**config.mk**
```make
export PLATFORM = sky130hd
export DESIGN_NAME = integer_to_ascii_formatter
export DESIGN_NICKNAME = d
export VERILOG_FILES = /design/src/rtl/i2a_pkg.sv /design/src/rtl/i2a_ctrl.sv /design/src/rtl/i2a_dp.sv /design/src/rtl/integer_to_ascii_formatter.sv
export SDC_FILE = /design/constraint.sdc
export NUM_CORES = 1
export LEC_CHECK = 0
export BUFFER_PORTS_ARGS = -buffer_cell sky130_fd_sc_hd__clkbuf_2
export CORE_ASPECT_RATIO = 1.75
export CORE_MARGIN = 8
export CORE_UTILIZATION = 62
export CTS_CLUSTER_SIZE = 16
export DETAILED_ROUTE_END_ITERATION = 8
export PLACE_DENSITY = 0.78
export SYNTH_ARGS = -nofsm -noshare
export SYNTH_HDL_FRONTEND = slang
export SYNTH_SLANG_ARGS = --single-unit
```
**constraint.sdc**
```tcl
create_clock -name clk -period 5.95 [get_ports clk]
set_input_delay 1.19 -clock clk [delete_from_list [all_inputs] [get_ports clk]]
set_output_delay 1.19 -clock clk [all_outputs]
set_load 0.005 [all_outputs]
```
**src/rtl/i2a_pkg.sv**
```systemverilog
// i2a_pkg: shared types, constants and helpers of the integer to ascii formatter
// used by i2a_ctrl, i2a_dp and integer_to_ascii_formatter; no dependencies
package i2a_pkg;

	localparam int DIGIT_DEPTH = 20;
	localparam int IDX_W = $clog2(DIGIT_DEPTH);
	localparam int CNT_W = $clog2(DIGIT_DEPTH + 1);

	localparam logic [7:0] CH_ZERO  = 8'h30;
	localparam logic [7:0] CH_SPACE = 8'h20;
	localparam logic [7:0] CH_MINUS = 8'h2D;
	localparam logic [7:0] CH_UPPER_A = 8'h41;

	localparam logic [3:0] DEC_RADIX   = 4'd10;
	localparam logic [3:0] BCD_ADJ_MIN = 4'd5;
	localparam logic [3:0] BCD_ADJ_ADD = 4'd3;

	localparam logic [1:0] SEL_PAD   = 2'd0;
	localparam logic [1:0] SEL_SIGN  = 2'd1;
	localparam logic [1:0] SEL_DIGIT = 2'd2;

	typedef struct packed {
		logic [63:0] value;
		logic        base_ten;
		logic        zero_fill;
		logic        signed_mode;
		logic [7:0]  pad_width;
	} in_t;

	typedef struct packed {
		logic [7:0] character;
		logic       last;
	} out_t;

	typedef struct packed {
		logic       load;
		logic       shift;
		logic       prep;
		logic       emit;
		logic [1:0] sel;
	} cmd_t;

	typedef struct packed {
		logic pad_zero;
		logic neg;
		logic idx_zero;
		logic out_free;
	} sts_t;

	function automatic logic [7:0] digit_char(input logic [3:0] d);
		if (d >= DEC_RADIX)
			return CH_UPPER_A + 8'(d) - 8'(DEC_RADIX);
		else
			return CH_ZERO + 8'(d);
	endfunction

endpackage

```
**src/rtl/i2a_ctrl.sv**
```systemverilog
// i2a_ctrl: sequencer of the formatter, drives commands into i2a_dp
// depends on i2a_pkg
module i2a_ctrl #(
	parameter int VALUE_BITS = 64
) (
	input  logic           clk,
	input  logic           arst_n,
	input  logic           in_valid,
	output logic           in_ready,
	input  i2a_pkg::sts_t  sts,
	output i2a_pkg::cmd_t  cmd
);
	import i2a_pkg::*;

	localparam int BIT_W = (VALUE_BITS > 1) ? $clog2(VALUE_BITS) : 1;

	localparam logic [2:0] ST_IDLE = 3'd0;
	localparam logic [2:0] ST_CONV = 3'd1;
	localparam logic [2:0] ST_PREP = 3'd2;
	localparam logic [2:0] ST_PAD  = 3'd3;
	localparam logic [2:0] ST_SIGN = 3'd4;
	localparam logic [2:0] ST_DIG  = 3'd5;

	logic [2:0] state_q, state_d;
	logic [BIT_W-1:0] bit_q, bit_d;

	always_comb begin
		state_d = state_q;
		bit_d = bit_q;
		in_ready = 1'b0;
		cmd = '0;
		unique case (state_q)
			ST_IDLE: begin
				in_ready = 1'b1;
				if (in_valid) begin
					cmd.load = 1'b1;
					bit_d = BIT_W'(VALUE_BITS - 1);
					state_d = ST_CONV;
				end
			end
			ST_CONV: begin
				cmd.shift = 1'b1;
				if (bit_q == '0)
					state_d = ST_PREP;
				else
					bit_d = bit_q - BIT_W'(1);
			end
			ST_PREP: begin
				cmd.prep = 1'b1;
				state_d = ST_PAD;
			end
			ST_PAD: begin
				cmd.sel = SEL_PAD;
				if (sts.pad_zero)
					state_d = sts.neg ? ST_SIGN : ST_DIG;
				else if (sts.out_free)
					cmd.emit = 1'b1;
			end
			ST_SIGN: begin
				cmd.sel = SEL_SIGN;
				if (sts.out_free) begin
					cmd.emit = 1'b1;
					state_d = ST_DIG;
				end
			end
			ST_DIG: begin
				cmd.sel = SEL_DIGIT;
				if (sts.out_free) begin
					cmd.emit = 1'b1;
					if (sts.idx_zero)
						state_d = ST_IDLE;
				end
			end
			default: begin
				state_d = ST_IDLE;
			end
		endcase
	end

	always_ff @(posedge clk or negedge arst_n) begin
		if (!arst_n) begin
			state_q <= ST_IDLE;
			bit_q <= '0;
		end else begin
			state_q <= state_d;
			bit_q <= bit_d;
		end
	end

	a_emit_free: assert property (@(posedge clk) disable iff (!arst_n)
		cmd.emit |-> sts.out_free)
		else $error("character issued while output register busy");

	a_conv_done: assert property (@(posedge clk) disable iff (!arst_n)
		(state_q == ST_CONV && bit_q == '0) |=> state_q == ST_PREP)
		else $error("conversion did not end after last bit");

	a_accept_conv: assert property (@(posedge clk) disable iff (!arst_n)
		(in_valid && in_ready) |=> (state_q == ST_CONV && bit_q == BIT_W'(VALUE_BITS - 1)))
		else $error("accepted transaction did not start conversion");

endmodule

```
**src/rtl/i2a_dp.sv**
```systemverilog
// i2a_dp: datapath of the formatter, bit-serial binary to bcd or hex digit
// shifter, digit count tracking, pad logic and output register; depends on i2a_pkg
module i2a_dp #(
	parameter int MAX_PAD    = 63,
	parameter int VALUE_BITS = 64
) (
	input  logic          clk,
	input  logic          arst_n,
	input  i2a_pkg::in_t  in_data,
	input  i2a_pkg::cmd_t cmd,
	output i2a_pkg::sts_t sts,
	input  logic          out_ready,
	output logic          out_valid,
	output i2a_pkg::out_t out_data
);
	import i2a_pkg::*;

	localparam int PAD_W = $clog2(MAX_PAD + 1);

	logic [VALUE_BITS-1:0] val_q, in_val, in_mag;
	logic in_neg;
	logic [3:0] digit_q [DIGIT_DEPTH];
	logic [3:0] adj [DIGIT_DEPTH];
	logic [3:0] nd [DIGIT_DEPTH];
	logic [DIGIT_DEPTH-1:0] nz, pos_q;
	logic grow;
	logic [CNT_W-1:0] cnt_q;
	logic [IDX_W-1:0] idx_q;
	logic [PAD_W-1:0] pad_q, pad_left_q, pad_sat;
	logic neg_q, ten_q, zf_q;
	logic [7:0] printed, pad_ext, pad_diff;
	logic [7:0] ch;
	logic out_valid_q;
	out_t out_q;

	assign in_val = in_data.value[VALUE_BITS-1:0];
	assign in_neg = in_data.signed_mode & in_val[VALUE_BITS-1];
	assign in_mag = in_neg ? (~in_val + VALUE_BITS'(1)) : in_val;
	assign pad_sat = (in_data.pad_width > 8'(MAX_PAD)) ? PAD_W'(MAX_PAD)
		: in_data.pad_width[PAD_W-1:0];

	// add-3 correction in decimal mode, then shift one bit in
	always_comb begin
		for (int i = 0; i < DIGIT_DEPTH; i++) begin
			adj[i] = (ten_q && digit_q[i] >= BCD_ADJ_MIN) ? digit_q[i] + BCD_ADJ_ADD
				: digit_q[i];
		end
		nd[0] = {adj[0][2:0], val_q[VALUE_BITS-1]};
		for (int i = 1; i < DIGIT_DEPTH; i++) begin
			nd[i] = {adj[i][2:0], adj[i-1][3]};
		end
		for (int i = 0; i < DIGIT_DEPTH; i++) begin
			nz[i] = (nd[i] != 4'd0);
		end
	end

	assign grow = |(nz & pos_q);

	assign printed = 8'(cnt_q) + 8'(neg_q);
	assign pad_ext = 8'(pad_q);
	assign pad_diff = pad_ext - printed;

	always_comb begin
		case (cmd.sel)
			SEL_PAD:   ch = zf_q ? CH_ZERO : CH_SPACE;
			SEL_SIGN:  ch = CH_MINUS;
			SEL_DIGIT: ch = digit_char(digit_q[idx_q]);
			default:   ch = CH_SPACE;
		endcase
	end

	always_ff @(posedge clk) begin
		if (cmd.load) begin
			for (int i = 0; i < DIGIT_DEPTH; i++)
				digit_q[i] <= 4'd0;
			val_q <= in_mag;
			neg_q <= in_neg;
			ten_q <= in_data.base_ten;
			zf_q <= in_data.zero_fill;
			pad_q <= pad_sat;
		end else if (cmd.shift) begin
			for (int i = 0; i < DIGIT_DEPTH; i++)
				digit_q[i] <= nd[i];
			val_q <= val_q << 1;
		end
		if (cmd.prep) begin
			pad_left_q <= (pad_ext > printed) ? pad_diff[PAD_W-1:0] : '0;
			idx_q <= IDX_W'(cnt_q - CNT_W'(1));
		end else if (cmd.emit) begin
			if (cmd.sel == SEL_PAD)
				pad_left_q <= pad_left_q - PAD_W'(1);
			if (cmd.sel == SEL_DIGIT)
				idx_q <= idx_q - IDX_W'(1);
		end
		if (cmd.emit) begin
			out_q.character <= ch;
			out_q.last <= (cmd.sel == SEL_DIGIT) && (idx_q == '0);
		end
	end

	always_ff @(posedge clk or negedge arst_n) begin
		if (!arst_n) begin
			cnt_q <= '0;
			pos_q <= '0;
			out_valid_q <= 1'b0;
		end else begin
			if (cmd.load) begin
				cnt_q <= CNT_W'(1);
				pos_q <= DIGIT_DEPTH'(2);
			end else if (cmd.shift && grow) begin
				cnt_q <= cnt_q + CNT_W'(1);
				pos_q <= pos_q << 1;
			end
			if (cmd.emit)
				out_valid_q <= 1'b1;
			else if (out_ready)
				out_valid_q <= 1'b0;
		end
	end

	assign sts.pad_zero = (pad_left_q == '0);
	assign sts.neg = neg_q;
	assign sts.idx_zero = (idx_q == '0);
	assign sts.out_free = !out_valid_q || out_ready;

	assign out_valid = out_valid_q;
	assign out_data = out_q;

	a_pos_tracks_cnt: assert property (@(posedge clk) disable iff (!arst_n)
		(cnt_q >= CNT_W'(1) && cnt_q < CNT_W'(DIGIT_DEPTH))
		|-> pos_q == (DIGIT_DEPTH'(1) << cnt_q))
		else $error("digit position mark out of step with digit count");

	a_cnt_range: assert property (@(posedge clk) disable iff (!arst_n)
		cnt_q <= CNT_W'(DIGIT_DEPTH))
		else $error("digit count beyond digit store");

	a_idx_range: assert property (@(posedge clk) disable iff (!arst_n)
		(cmd.emit && cmd.sel == SEL_DIGIT) |-> idx_q < IDX_W'(DIGIT_DEPTH))
		else $error("digit read outside digit store");

endmodule

```
**src/rtl/integer_to_ascii_formatter.sv**
```systemverilog
// integer_to_ascii_formatter: top level, ties the sequencer to the datapath
// depends on i2a_pkg, i2a_ctrl and i2a_dp
//
// Formats one number per input transaction as ASCII text, one output transaction
// per character, most significant first, last set on the final digit. Decimal or
// upper-case hex; in signed mode a negative value is negated and preceded by '-'.
// Pad characters ('0' or space) come before everything, the sign included, up to
// pad_width, which saturates at MAX_PAD. Only the low VALUE_BITS bits of value
// are used. One item passes through acceptance, conversion (the digit register
// takes one bit of the magnitude per cycle through a shift and, in decimal mode,
// add-3 stage), a setup step, the pad phase, the sign if any and the digits;
// each character is issued only while the output register is free (out_valid
// low or out_ready high). A new number is taken once the last character is in
// the output register.
module integer_to_ascii_formatter #(
	parameter int MAX_PAD    = 63,
	parameter int VALUE_BITS = 64
) (
	input  logic          clk,
	input  logic          arst_n,
	input  logic          in_valid,
	output logic          in_ready,
	input  i2a_pkg::in_t  in_data,
	output logic          out_valid,
	input  logic          out_ready,
	output i2a_pkg::out_t out_data
);
	import i2a_pkg::*;

	cmd_t cmd;
	sts_t sts;

	i2a_ctrl #(
		.VALUE_BITS(VALUE_BITS)
	) u_ctrl (
		.clk      (clk),
		.arst_n   (arst_n),
		.in_valid (in_valid),
		.in_ready (in_ready),
		.sts      (sts),
		.cmd      (cmd)
	);

	i2a_dp #(
		.MAX_PAD   (MAX_PAD),
		.VALUE_BITS(VALUE_BITS)
	) u_dp (
		.clk       (clk),
		.arst_n    (arst_n),
		.in_data   (in_data),
		.cmd       (cmd),
		.sts       (sts),
		.out_ready (out_ready),
		.out_valid (out_valid),
		.out_data  (out_data)
	);

endmodule

```
==> results.ini <==
[flow_run]
drv_cap=0

[sta]
finalSetupViolCount=0
tightest_slew_ps=984.9
relSlewSlack=0.3425
final.setup_skew_ps=23.39
clock.fmax_mhz=250.2
finalHoldViolCount=0
layout_min_cycle_time_ps=3997
slew_violations=0
rsz0062_at_grt=false
tns_ps=0
finalCritPeriodShare=0.6718

[pwr]
switching_power_mw=3.590
p_leak_nw=5.707
peakVddDrop_uv=347.0
p_comb_frac=0.449
p_clk_frac=0.160
powerDensity_nw_per_um2=594.9
p_total_mw=8.690
p_seq_frac=0.391
swShare=0.4131
internal_power_mw=5.100

[finish]
layout_commonest_cell=edfxtp_1
nFillCells=1700
multi_input_area_sq_um=6626
final_cell_mix=edfxtp_1 (172), nand2_1 (142), nor2_1 (129)
final_core_util=0.6851
drive_above_1_share=0.1249
n_antenna_cell=0
final_cells=1672
final-seq-area_sq_um=6116
nNetsFinal=1539
syn2layout_area_growth_pct=9.770

[worst_setup_path]
path_max_fanout=47
cp_cell_sequence=buf_4 > inv_2 > o21ai_0 > o31ai_1 > o41ai_1 > o2111ai_1 > or4_4 > o21a_1 > a22o_1
worstSetupEndpointType=register
cp-start-kind=register
slowest_delay_ps=630
worstPathRequired_ps=6330
path_buf_inv=2
crit_path_top_delay_cell=edfxtp_1
cp_data_arrival_time_ps=4370
critical_path_class=reg2reg
path_delay_family=compound AO/OA/AOI/OAI gates

[synthesis]
synthCells=1339
synth.avg_cell_area_sq_um=9.938
ys_seq_area_frac=0.4596
netlist_top_cells_area=edfxtp_1 (39%), dfrtp_1 (6.4%), ha_1 (5.4%)
synthArstFlopShare=0.1611
ys_types=68
syn-cell-area_sq_um=13310
synth_edf_count=172
synth_top_area_share=0.3882
synthFlopType=edfxtp_1
mappedNetlistNets=1476
yosysTopAreaCell=edfxtp_1
yosysWarningCount=0
synth-seq-cells=211

[outcome]
status=complete, no violations

[clock_tree]
clock_latency_ps=510
hold_buffers=0
clkSlewWorstSetupHoldPaths_ps=60
cts_tree=built
h-tree-depth=1
ctsResizeCount=0
post_cts_buffers=0
cts_buffers=21
clk_path_buf_depth=3
clock_sinks=211
cts_root_buffer=clkbuf_16

[routing]
drtIter0Drc=687
firstDrtPassIters=6
wl_per_cell_um=17.95
ant_nets=0
avgViaCountPerCell=6.148
vias=10280
drc=0
routed_wl_um=30010

[global_route]
grt-ovfl-total=0
grt_start_max_net_pins=82
grt_usage=0.2259
met1_usage=0.2425
grt_pass1_vias=10462
antenna_found_initial=0
grt.met3_usage=0.02999
grt_pass1_wl_um=49420
use_met2=0.4193
grt_most_used_layer=met2

[place]
port_buffers=88
globalplace.congestion=0.8766
hpwlAfterDp_um=21430
dp_cells=1634

[die]
core_area_sq_um=21320
die_w_um=126.7
initial_core_util=0.6241
boundaryPins=90
dieArea_sq_um=26590
std_cell_rows=71
die_y_um=209.8

[min_path]
hp-class=reg2reg

==> logic make-up after synthesis <==
logic type,share of synthesized area
compound gates,0.1542
xor+xnor,0.06516
fa+ha+maj,0.05510
buf+inv,0.04353
flops,0.4596
mux,0.05632
other cells,0.0002818
simple gates,0.1658
==> layout make-up <==
type	count	share of cell area
inverters	77	0.01979
clock inverters	12	0.01019
multi-input cells	991	0.4537
well taps	255	0.02184
repair buffers	100	0.03718
flip-flops and latches	211	0.4187
clock buffers	26	0.03863
==> state kept, by name, summed over array words and instances, names as in the netlist, named ones only <==
name and flops:
u_dp.cnt_q 5, u_dp.pos_q 19, u_ctrl.state_q 3, u_dp.pad_q 6, u_dp.neg_q 1, u_dp.ten_q 1
u_dp.digit_q 80, u_dp.val_q 64, u_dp.idx_q 5, u_ctrl.bit_q 6, u_dp.zf_q 1, u_dp.pad_left_q 6
u_dp.out_valid 1, u_dp.out_data 8
==> cells in the mapped netlist, types with 4 or more instances <==
| cell | n |
|---|---|
| a211oi_1 | 19 |
| a21o_1 | 5 |
| a21oi_1 | 78 |
| a22o_1 | 23 |
| a31oi_1 | 15 |
| and2_1 | 5 |
| and3_1 | 9 |
| buf_1 | 8 |
| buf_2 | 7 |
| buf_4 | 7 |
| buf_6 | 4 |
| clkbuf_1 | 34 |
| dfrtp_1 | 34 |
| dfxtp_1 | 5 |
| edfxtp_1 | 172 |
| ha_1 | 57 |
| inv_1 | 75 |
| mux2_2 | 5 |
| mux2i_1 | 22 |
| mux4_2 | 21 |
| nand2_1 | 144 |
| nand2b_1 | 33 |
| nand3_1 | 10 |
| nand4_1 | 6 |
| nand4b_1 | 5 |
| nor2_1 | 129 |
| nor2b_1 | 21 |
| nor3_1 | 40 |
| nor3b_1 | 6 |
| nor4_1 | 8 |
| o211ai_1 | 25 |
| o21ai_0 | 107 |
| o21ai_1 | 10 |
| o22ai_1 | 7 |
| o31a_1 | 15 |
| o31ai_1 | 7 |
| o41ai_1 | 4 |
| or3_1 | 11 |
| or4_1 | 6 |
| xnor2_1 | 76 |
| xor2_1 | 23 |
==> routing by layer <==
layer | share of wire | vias to the layer above
li1 | - | 4980
met1 | 0.38 | 4908
met2 | 0.53 | 310
met3 | 0.050 | 82
met4 | 0.045 | 0
met5 | 0 | -
==> path summary, 6_finish.rpt <==
check / from / slack, ps / cells past startpoint / to
worst max-delay path: u_dp.ten_q / 1950 / 9 / u_dp.pos_q[11]
worst min-delay path: u_ctrl.bit_q[0] / 520 / 1 / u_ctrl.bit_q[0]
worst max register to register: u_dp.ten_q / 1950 / 9 / u_dp.pos_q[11]
worst min register to register: u_ctrl.bit_q[0] / 520 / 1 / u_ctrl.bit_q[0]
max in group asynchronous: arst_n / 4570 / 1 / u_dp.pos_q[11]
min in group asynchronous: arst_n / 780 / 1 / u_dp.out_valid
==> worst reg2reg max path: cells and delay by family (launching register included) <==
| family | cells | cell delay [ps] |
|---|---|---|
| AOI/OAI and AO/OA | 6 | 1890 |
| buffers and inverters | 2 | 730 |
| DFF | 1 | 630 |
| and+or+nand+nor | 1 | 620 |
==> power by group through the flow <==
stage	registers [mW]	logic (mW)	clock network (mW)
finish	3.40	3.90	1.39
global route	3.50	4.37	1.46
CTS	3.39	3.91	1.41
detailed placement	3.42	3.89	0
global placement	3.39	3.76	0
floorplan	3.21	3.07	0
==> per-stage QoR <==
| step | hold WS [ps] | setup slack [ps] | instance area [sq um] |
|---|---|---|---|
| floorplan | 459.5 | 505.0 | 13310 |
| global placement | 480.0 | 1623 | 13890 |
| detailed placement | 503.7 | 1523 | 13890 |
| CTS | 520.1 | 1978 | 14610 |
| global route | 532.6 | 1731 | 14610 |
| finish | 520.7 | 1953 | 14610 |
Note: power is estimated with default switching activity, not from simulation.
